## config.mk

```make
export PLATFORM = sky130hd
export DESIGN_NAME = psg_tone_command_encoder_core
export DESIGN_NICKNAME = d
export VERILOG_FILES = /design/src/rtl/psg_tce_pkg.sv /design/src/rtl/psg_tone_command_encoder_core.sv
export SDC_FILE = /design/constraint.sdc
export NUM_CORES = 1
export LEC_CHECK = 0
export ABC_AREA = 0
export BUFFER_PORTS_ARGS = -buffer_cell sky130_fd_sc_hd__buf_2
export CORE_MARGIN = 2
export CORE_UTILIZATION = 65
export CTS_CLUSTER_SIZE = 30
export DETAILED_ROUTE_END_ITERATION = 7
export MAX_ROUTING_LAYER = met4
export PLACE_DENSITY = 0.91
export SETUP_SLACK_MARGIN = 0.15
export SYNTH_ARGS = -nofsm -noshare
export SYNTH_HDL_FRONTEND = slang
export SYNTH_SLANG_ARGS = --single-unit
export TNS_END_PERCENT = 30
```

## constraint.sdc

```tcl
create_clock -name clk -period 11.5 [get_ports clk]
set_input_delay 0.575 -clock clk [delete_from_list [all_inputs] [get_ports clk]]
set_output_delay 0.575 -clock clk [all_outputs]
set_load 0.01 [all_outputs]
```

## src/rtl/psg_tce_pkg.sv

```systemverilog
`timescale 1ns / 1ps
// psg_tce_pkg: item types, constants and the divider step for the PSG tone encoder.
// No dependencies.
package psg_tce_pkg;

  localparam int unsigned PSG_CLOCK = 3579545;
  // floor(floor(clk / 32) / f) == floor(clk / (32 * f))
  localparam int unsigned DIVIDEND_VAL = PSG_CLOCK / 32;
  localparam int DIV_BITS = $clog2(DIVIDEND_VAL + 1);
  localparam logic [DIV_BITS-1:0] DIVIDEND = DIV_BITS'(DIVIDEND_VAL);

  localparam int FREQ_W = 16;
  localparam int TONE_W = 10;

  // request op codes
  localparam logic OP_TONE_VOLUME = 1'b0;
  localparam logic OP_VOLUME_ONLY = 1'b1;

  typedef struct packed {
    logic              op;
    logic [1:0]        channel;
    logic [FREQ_W-1:0] frequency;
    logic [3:0]        volume;
  } psg_tce_req_t;

  typedef struct packed {
    logic [7:0] command_byte;
    logic       last;
  } psg_tce_rsp_t;

  // one item in flight through the divider
  typedef struct packed {
    logic              op;
    logic [1:0]        channel;
    logic [3:0]        atten;
    logic [FREQ_W-1:0] divisor;
    logic [FREQ_W-1:0] rem;
    logic [TONE_W-1:0] quo;
  } psg_tce_work_t;

  // one restoring division step; a zero divisor yields all-ones quotient bits
  function automatic psg_tce_work_t div_step(psg_tce_work_t w, logic dbit);
    logic [FREQ_W:0] shifted;
    logic [FREQ_W:0] diff;
    psg_tce_work_t   r;
    r       = w;
    shifted = {w.rem, dbit};
    diff    = shifted - {1'b0, w.divisor};
    if (shifted >= {1'b0, w.divisor}) begin
      r.rem = diff[FREQ_W-1:0];
      r.quo = {w.quo[TONE_W-2:0], 1'b1};
    end else begin
      r.rem = shifted[FREQ_W-1:0];
      r.quo = {w.quo[TONE_W-2:0], 1'b0};
    end
    return r;
  endfunction

endpackage

```

## src/rtl/psg_tone_command_encoder_core.sv

```systemverilog
`timescale 1ns / 1ps
// Pipeline: ceil(17 / STEPS_PER_STAGE) divider stages plus one byte register.
// STEPS_PER_STAGE defaults to 3. A request can enter every cycle unless the
// serializer or rsp_stall holds the pipeline; the single byte port emits one
// byte a cycle while rsp_stall is low: three for a tone request, one for volume.
// Reset (rst, synchronous) clears all valid bits; no memories to clear.
module psg_tone_command_encoder_core
  import psg_tce_pkg::*;
#(
  parameter int STEPS_PER_STAGE = 3
) (
  input  logic         clk,
  input  logic         rst,
  input  logic         req_valid,
  output logic         req_stall,
  input  psg_tce_req_t req,
  output logic         rsp_valid,
  input  logic         rsp_stall,
  output psg_tce_rsp_t rsp
);

  localparam int NUM_STAGES = (DIV_BITS + STEPS_PER_STAGE - 1) / STEPS_PER_STAGE;

  typedef enum logic [1:0] {
    BYTE_LATCH,
    BYTE_DATA,
    BYTE_ATTEN
  } byte_sel_t;

  psg_tce_work_t             entry;
  psg_tce_work_t             stage_in  [NUM_STAGES];
  psg_tce_work_t             stage_out [NUM_STAGES];
  psg_tce_work_t             stage     [NUM_STAGES];
  logic [NUM_STAGES-1:0]     vld;
  logic [NUM_STAGES-1:0]     vld_in;
  logic [NUM_STAGES:0]       ready;

  // byte serializer
  logic                      s_valid;
  byte_sel_t                 s_idx;
  logic [1:0]                s_chan;
  logic [3:0]                s_atten;
  logic [TONE_W-1:0]         s_tone;
  logic                      ser_ready;
  logic                      is_last;

  always_comb begin
    entry         = '0;
    entry.op      = req.op;
    entry.channel = req.channel;
    entry.atten   = ~req.volume;
    entry.divisor = req.frequency;
  end

  assign req_stall = !ready[0];

  for (genvar s = 0; s < NUM_STAGES; s++) begin : g_stage
    if (s == 0) begin : g_first
      assign stage_in[s] = entry;
      assign vld_in[s]   = req_valid;
    end else begin : g_rest
      assign stage_in[s] = stage[s-1];
      assign vld_in[s]   = vld[s-1];
    end

    assign ready[s] = !vld[s] || ready[s+1];

    always_comb begin
      stage_out[s] = stage_in[s];
      for (int k = 0; k < STEPS_PER_STAGE; k++) begin
        if (s * STEPS_PER_STAGE + k < DIV_BITS) begin
          stage_out[s] = div_step(stage_out[s],
                                  DIVIDEND[DIV_BITS - 1 - (s * STEPS_PER_STAGE + k)]);
        end
      end
    end

    always_ff @(posedge clk) begin
      if (rst) begin
        vld[s] <= 1'b0;
      end else if (ready[s]) begin
        vld[s] <= vld_in[s];
      end
      if (ready[s]) begin
        stage[s] <= stage_out[s];
      end
    end
  end

  assign is_last            = (s_idx == BYTE_ATTEN);
  assign ser_ready          = !s_valid || (!rsp_stall && is_last);
  assign ready[NUM_STAGES]  = ser_ready;

  always_ff @(posedge clk) begin
    if (rst) begin
      s_valid <= 1'b0;
      s_idx   <= BYTE_LATCH;
    end else if (ser_ready) begin
      s_valid <= vld[NUM_STAGES-1];
      s_idx   <= (stage[NUM_STAGES-1].op == OP_VOLUME_ONLY) ? BYTE_ATTEN : BYTE_LATCH;
    end else if (!rsp_stall) begin
      s_idx <= (s_idx == BYTE_LATCH) ? BYTE_DATA : BYTE_ATTEN;
    end
    if (ser_ready) begin
      s_chan  <= stage[NUM_STAGES-1].channel;
      s_atten <= stage[NUM_STAGES-1].atten;
      s_tone  <= stage[NUM_STAGES-1].quo;
    end
  end

  assign rsp_valid = s_valid;

  always_comb begin
    rsp.last = is_last;
    unique case (s_idx)
      BYTE_LATCH: rsp.command_byte = {1'b1, s_chan, 1'b0, s_tone[3:0]};
      BYTE_DATA:  rsp.command_byte = {2'b00, s_tone[TONE_W-1:4]};
      BYTE_ATTEN: rsp.command_byte = {1'b1, s_chan, 1'b1, s_atten};
      default:    rsp.command_byte = '0;
    endcase
  end

endmodule

```

==> results of run 1 <==
[path summary, 6_finish.rpt]
path / start / endpoint / slack [ns] / cells past startpoint
worst max register to register: stage[2][10]$_SDFFCE_PN0P_ / stage[3][14]$_DFFE_PP_ / 1.90 / 33
worst max-delay path: stage[2][10]$_SDFFCE_PN0P_ / stage[3][14]$_DFFE_PP_ / 1.90 / 33
worst min-delay path: req[21] / stage[0][47]$_DFFE_PN_ / 0.19 / 1
worst min register to register: stage[1][48]$_DFFE_PP_ / stage[2][48]$_DFFE_PP_ / 0.40 / 0
[synth_stat cells, types with 38 or more instances]
master	count	area [um2]
sky130_fd_sc_hd__a21o_1	51	383
sky130_fd_sc_hd__a21oi_1	186	931
sky130_fd_sc_hd__edfxtp_1	243	7300
sky130_fd_sc_hd__ha_1	242	3030
sky130_fd_sc_hd__inv_1	161	604
sky130_fd_sc_hd__mux2_2	120	1350
sky130_fd_sc_hd__nand2_1	119	447
sky130_fd_sc_hd__nand2b_1	39	244
sky130_fd_sc_hd__nor2_1	153	574
sky130_fd_sc_hd__nor3_1	54	270
sky130_fd_sc_hd__o21a_1	38	285
sky130_fd_sc_hd__o21ai_0	131	656
sky130_fd_sc_hd__xnor2_1	114	998
sky130_fd_sc_hd__xor2_1	56	490
[power breakdown]
part	internal, uW	total [uW]	switching [uW]	leakage [uW]
registers	1240	1320	77.0	0.00271
clock network	520	914	394	0.000469
logic	1500	3280	1790	0.00677
[cell families (layout without fill, tap and decap cells)]
kind of cell	count (synthesis)	in the layout	share of synthesized area, %
buffers and inverters	198	263	3.70
multiplexers	154	154	8.38
flip-flops	252	252	35.4
AO/OA/AOI/OAI	557	557	16.6
adder cells (fa/ha/maj)	252	252	15.3
AND/OR/NAND/NOR	574	574	13.6
XOR/XNOR	170	170	7.04
[layer usage]
layer	routed length (um)	vias up	track usage [%]	part of all wire [%]
li1	-	8087	-	-
met1	21400	8087	38.1	41
met2	25200	730	53.5	48
met3	3080	195	3.22	5.9
met4	2720	0	15.2	5.2
met5	0	-	-	0
[worst register-to-register path: cells and delay by family (launching register included)]
family	cells	cell delay, ns
AO/OA/AOI/OAI	16	4.14
multiplexers	4	1.69
AND/OR/NAND/NOR	6	1.39
adder cells (fa/ha/maj)	4	1.35
flip-flops	1	0.38
buffers and inverters	3	0.38
[final cells by class]
type,count,area share (%)
tap,442,2.43
clock inverter,21,0.939
timing repair buffer,50,1.24
inverter,161,2.65
clock buffer,31,3.26
multi-input combinational,1707,56.7
sequential,252,32.8
[state kept, by name, summed over array words and instances (netlist names)]
name / flops
s_chan: 2
rsp_valid: 1
s_atten: 4
s_idx: 2
stage: 227
s_tone: 10
vld: 6
[through the flow]
step                      utilization [%]  area [um2]  setup WS, ns  hold slack, ns  total power, uW
after global placement               67.6       21800          2.40           0.401             4320
after CTS                            70.6       22800          2.07           0.181             5460
after global routing                 70.6       22800          1.58           0.185             5850
after floorplan                         -       21100          3.35           0.400             3830
final                                70.6       22800          1.90           0.193             5520
after detailed placement             67.6       21800          2.10           0.405             4490
==> impl_metrics.py, run 1 <==
metrics = {
    "route": {
        "route.detailed.drc": 0,
        "routed-via-count": 17100,
        "drt_pass1_iterations": 5,
        "finalWirelength_mm": 52.4,
        "wire_per_inst_um": 19.7,
        "route.antenna.remaining_nets": 0,
        "route.detailed.vias_per_inst": 6.42,
        "initialDrtViolationCount": 1643,
    },
    "timing": {
        "period_share_pct": 83.5,
        "timing.final.setup_violations": 0,
        "timing.slew.headroom_pct": 28.8,
        "timing.final.hold_violations": 0,
        "grt_setup_unrepaired": "false",
        "fin_crit_ns": 9.60,
        "totalNegativeSetupSlack_ns": 0,
        "timing_worst_slew_pin_value_ns": 1.07,
        "drv_slew": 0,
        "fmaxAchievable_mhz": 104,
        "clock_skew_ns": 0.0332,
    },
    "setup_path": {
        "setup.worst_path.end_class": "flip-flop",
        "setup.worst_path.class": "flip-flop to flip-flop",
        "path_delay_family": "compound AO/OA/AOI/OAI gates",
        "cpMaxStageDelayCell": "sky130_fd_sc_hd__o21ai_2",
        "critical_path_required_ns": 11.83,
        "arrival_ns": 9.92,
        "setup.worst_path.start_class": "flip-flop",
        "worst_path_largest_cell_delay_ns": 0.68,
        "critical_path_buf_inv_count": 3,
        "worstPathMaxFanout": 18,
    },
    "yosys": {
        "mappedNetlistArea_mm2": 0.0211,
        "mappedNetlistNets": 2436,
        "async_flop_share_pct": 0,
        "synth-edff-count": 243,
        "yosysWarningCount": 0,
        "synth_top_flop_cell": "sky130_fd_sc_hd__edfxtp_1",
        "ys_seq_elements": 252,
        "synthesis.instances": 2157,
        "postSynthAreaPerCell_um2": 9.80,
        "synth.yosys.seq_area_share_pct": 35.4,
        "post_synth_num_cell_types": 83,
    },
    "cts": {
        "cts-buffers-inserted": 28,
        "path_clk_slew_ns": 0.06,
        "clk_root_buffer_cell": "sky130_fd_sc_hd__clkbuf_16",
        "ctsHoldBuffers": 0,
        "cts_resized": 0,
        "tritoncts": "done",
        "buffers_from_clock_root_to_sink_at_most": 3,
        "clock_insertion_delay_worst_skew_ns": 0.57,
        "cts.htree.levels": 1,
        "clock-sinks": 252,
        "post-cts-setup-buffers": 0,
    },
    "placement": {
        "numPortBuffers": 37,
        "detailedPlacementHpwl_mm": 39.7,
        "routabilityCongestion": 0.951,
        "dp.cells": 2612,
    },
    "min_path": {
        "timing.hold.worst.class": "primary input to flip-flop",
    },
    "cells_and_area": {
        "footprint_of_the_multi_input_gates_mm2": 0.0129,
        "syn2layout_area_growth_pct": 7.74,
        "most_common_cell_after_layout_fill_and_taps_aside": "sky130_fd_sc_hd__edfxtp_1",
        "layout_common_cells": "243 x sky130_fd_sc_hd__edfxtp_1, 242 x sky130_fd_sc_hd__ha_1, 185 x sky130_fd_sc_hd__a21oi_1",
        "stdcell_count": 2664,
        "layout_cells_sized_above_1_pct": 12.2,
        "fin_nets": 2479,
        "sequential_area_mm2": 0.00748,
        "diodes": 0,
        "fill_cells": 2296,
    },
    "floorplan": {
        "io_pins": 38,
        "dieArea_mm2": 0.0340,
        "start_util_pct": 65.5,
        "placementRows": 66,
        "placeableCoreArea_mm2": 0.0323,
        "die_w_um": 184,
        "die_outline_height_um": 184,
    },
    "global_route": {
        "grt_antenna_before_repair": 0,
        "grt-ovfl-total": 0,
        "track_usage_pct": 31.7,
        "grt_max_degree": 49,
        "first_pass_grt_wire_length_mm": 83.5,
        "first_global_vias": 16700,
    },
    "power": {
        "irDropWorstVdd_v": 0.000498,
        "p_leak_uw": 0.00995,
        "cellPowerDensity_mw_per_mm2": 242,
    },
    "job": {
        "timing.max_cap.violations": 0,
    },
    "outcome": {
        "status": "complete, no violations",
    },
}
(Power assumes the default switching activity.)
==> inputs of run 2 (changes only) <==
--- a/config.mk
+++ b/config.mk
@@ -5,14 +5,14 @@
 export SDC_FILE = /design/constraint.sdc
 export NUM_CORES = 1
 export LEC_CHECK = 0
-export ABC_AREA = 0
+export ABC_AREA = 1
 export BUFFER_PORTS_ARGS = -buffer_cell sky130_fd_sc_hd__buf_2
 export CORE_MARGIN = 2
-export CORE_UTILIZATION = 65
+export CORE_UTILIZATION = 59
 export CTS_CLUSTER_SIZE = 30
 export DETAILED_ROUTE_END_ITERATION = 7
 export MAX_ROUTING_LAYER = met4
-export PLACE_DENSITY = 0.91
+export PLACE_DENSITY = 0.87
 export SETUP_SLACK_MARGIN = 0.15
 export SYNTH_ARGS = -nofsm -noshare
 export SYNTH_HDL_FRONTEND = slang
==> constraint.sdc (replaced) <==
create_clock -name clk -period 8.29 [get_ports clk]
set_input_delay 0.4145 -clock clk [delete_from_list [all_inputs] [get_ports clk]]
set_output_delay 0.4145 -clock clk [all_outputs]
set_load 0.01 [all_outputs]
==> run 2 against run 1 <==
Net effect:
- setup slack lost 0.70 ns
- combinational power grew 88%
- die area grew 21%
- flip-flop and latch count is the same
- maximum frequency grew 35%
- via count grew 25%
- critical endpoint is now stage[2][12]$_DFFE_PP_
- non-clock buffer count shrank 4
- highest routed layer unchanged
- area after synthesis grew 10%
- worst hold slack lost 0.17 ns
- clock power grew 48%
- first-iteration DRC count grew 37%
- sequential power grew 46%
==> impl_metrics.py, run 2 <==
metrics = {
    "cells_and_area": {
        "layout_common_cells": "978 x sky130_fd_sc_hd__nand2_1, 432 x sky130_fd_sc_hd__inv_1, 243 x sky130_fd_sc_hd__edfxtp_1",
        "largest_reg_flops": 227,
        "footprint_of_the_multi_input_gates_mm2": 0.0139,
        "final_cell_area_mm2": 0.0249,
        "fill_cells": 3340,
        "sequential_area_mm2": 0.00748,
        "largest_registers": "stage (227), s_tone (10), vld (6)",
        "layout_cells_sized_above_1_pct": 5.26,
        "largest_register": "stage",
        "diodes": 0,
        "fin_nets": 3488,
        "stdcell_count": 3749,
        "most_common_cell_after_layout_fill_and_taps_aside": "sky130_fd_sc_hd__nand2_1",
        "syn2layout_area_growth_pct": 6.90,
    },
    "placement": {
        "placed_inst_area_mm2": 0.0239,
        "detailedPlacementHpwl_mm": 50.1,
        "dp.cells": 3694,
        "routabilityCongestion": 1.01,
        "numPortBuffers": 37,
    },
    "global_route": {
        "grt_max_degree": 50,
        "grt_antenna_before_repair": 0,
        "first_global_vias": 20100,
        "track_usage_pct": 31.7,
        "grt-ovfl-total": 0,
        "first_pass_grt_wire_length_mm": 102,
    },
    "route": {
        "route.detailed.vias_per_inst": 5.72,
        "initialDrtViolationCount": 2253,
        "routed-via-count": 21400,
        "drt_pass1_iterations": 6,
        "wire_per_inst_um": 17.0,
        "route.antenna.remaining_nets": 0,
        "finalWirelength_mm": 63.8,
        "route.detailed.drc": 0,
    },
    "setup_path": {
        "setup.worst_path.start_class": "flip-flop",
        "arrival_ns": 7.51,
        "setup.worst_path.class": "flip-flop to flip-flop",
        "setup.worst_path.end_class": "flip-flop",
        "cpMostUsedCell": "sky130_fd_sc_hd__nand2_1",
        "cpMaxStageDelayCell": "sky130_fd_sc_hd__edfxtp_1",
        "critical_path_required_ns": 8.71,
        "worstPathMaxFanout": 33,
        "worst_path_largest_cell_delay_ns": 0.54,
    },
    "timing": {
        "fmaxAchievable_mhz": 141,
        "totalNegativeSetupSlack_ns": 0,
        "grt_setup_unrepaired": "false",
        "timing.final.hold_violations": 0,
        "period_share_pct": 85.5,
        "timing_worst_slew_pin_value_ns": 1.04,
        "timing.slew.headroom_pct": 30.5,
        "fin_crit_ns": 7.09,
        "clock_skew_ns": 0.0626,
        "timing.final.setup_violations": 0,
        "drv_slew": 0,
        "timing.hold.ws_ns": 0.0232,
    },
    "yosys": {
        "synth_fa_ha_area_share_pct": 13.8,
        "synthesis.instances": 3178,
        "ys_seq_elements": 252,
        "post_synth_num_cell_types": 55,
        "synthDominantAreaCellType": "sky130_fd_sc_hd__edfxtp_1",
        "synth_common_cells": "979 x sky130_fd_sc_hd__nand2_1, 433 x sky130_fd_sc_hd__inv_1, 243 x sky130_fd_sc_hd__edfxtp_1, 243 x sky130_fd_sc_hd__nand3_1, 242 x sky130_fd_sc_hd__ha_1",
        "postSynthAreaPerCell_um2": 7.34,
        "synth_top_family_by_area": "simple AND/OR/NAND/NOR gates",
        "async_flop_share_pct": 0,
        "mappedNetlistArea_mm2": 0.0233,
        "synth_top_area_share_pct": 31.3,
        "yosysWarningCount": 0,
        "synth_top_flop_cell": "sky130_fd_sc_hd__edfxtp_1",
        "post_synth_and_or_nand_nor_area_fraction_pct": 29.3,
        "mappedNetlistNets": 3457,
        "xor_and_xnor_area_share_after_synthesis_pct": 6.20,
        "synth_compound_area_share_pct": 10.2,
        "synth_mux_area_share_pct": 0,
        "synth-edff-count": 243,
        "synth.yosys.seq_area_share_pct": 32.1,
        "synth_top_cells_by_area": "sky130_fd_sc_hd__edfxtp_1 31%, sky130_fd_sc_hd__nand2_1 16%, sky130_fd_sc_hd__ha_1 13%, sky130_fd_sc_hd__inv_1 7.0%, sky130_fd_sc_hd__nand3_1 5.2%",
        "synth_most_common_cell": "sky130_fd_sc_hd__nand2_1",
    },
    "floorplan": {
        "placementRows": 72,
        "die_outline_height_um": 203,
        "die_w_um": 203,
        "dieArea_mm2": 0.0411,
        "start_util_pct": 60.1,
        "placeableCoreArea_mm2": 0.0388,
        "io_pins": 38,
    },
    "cts": {
        "cts-buffers-inserted": 28,
        "path_clk_slew_ns": 0.07,
        "clock-sinks": 252,
        "cts.htree.levels": 1,
        "clk_root_buffer_cell": "sky130_fd_sc_hd__clkbuf_16",
        "tritoncts": "done",
        "clock_insertion_delay_worst_skew_ns": 0.61,
        "buffers_from_clock_root_to_sink_at_most": 3,
    },
    "outcome": {
        "status": "complete, no violations",
    },
    "power": {
        "irDropWorstVdd_v": 0.000372,
        "overall_power_after_layout_uw": 9450,
        "p_leak_uw": 0.0131,
        "cellPowerDensity_mw_per_mm2": 379,
    },
    "min_path": {
        "timing.hold.worst.class": "primary input to flip-flop",
    },
    "job": {
        "timing.max_cap.violations": 0,
    },
}
run 2: where the power goes:
part	internal [uW]	switching, uW	total, uW
clock	791	558	1350
combinational	2150	4030	6170
sequential	1810	121	1930
run 2: cells by family (layout without fill, tap and decap cells):
kind of cell               after synthesis  in the layout
and+or+nand+nor                       1604           1604
AOI/OAI and AO/OA                      419            419
DFF                                    252            252
xor gates and xnor gates               165            165
adders and majority gates              252            252
buffers and inverters                  486            539
run 2: layout make-up:
class                      instances  area share (%)
inverter                         441            6.64
clock buffer                      31            2.86
sequential                       252            30.0
clock inverter                    21            1.16
multi-input combinational       2440            55.7
tap                              518            2.60
timing repair buffer              46            1.04
run 2: through the flow:
| step | setup slack [ns] | util [%] |
|---|---|---|
| 2_1_floorplan | 2.31 | - |
| 3_5_place_dp | 1.07 | 61.5 |
| 3_3_place_gp | 1.33 | 61.5 |
| 5_1_grt | 0.389 | 64.2 |
| 6_report | 1.20 | 64.2 |
| 4_1_cts | 0.976 | 64.2 |
run 2: worst max-delay path, delay by kind of cell, from the launching register on:
| kind | cells | cell delay [ns] |
|---|---|---|
| AOI/OAI and AO/OA | 8 | 1.49 |
| DFF | 1 | 0.54 |
| adders and majority gates | 4 | 1.38 |
| and+or+nand+nor | 17 | 3.26 |
| buffers and inverters | 3 | 0.25 |
run 2: path summary, 6_finish.rpt:
path | from | end | slack (ns) | cells after the start
max reg2reg | stage[1][27]$_DFFE_PP_ | stage[2][12]$_DFFE_PP_ | 1.20 | 32
max | stage[1][27]$_DFFE_PP_ | stage[2][12]$_DFFE_PP_ | 1.20 | 32
min reg2reg | stage[2][37]$_DFFE_PP_ | stage[3][37]$_DFFE_PP_ | 0.40 | 0
min | req_valid | vld[0]$_SDFFE_PP0N_ | 0.02 | 2
run 2: repair_timing:
action	CTS	global route
setup endpoints to repair	0	16
gates resized for setup	0	1
setup buffers	0	0
hold buffers	3	0
endpoints found under the hold margin	3	0
run 2: layer usage:
metal  up-vias  share of wire (%)  GRT usage, %
met2       975                 45          49.8
met5         -                  0             -
met1      9671                 43          41.7
met3       188                7.7          3.71
li1      10600                  -             -
met4         0                4.4          13.4
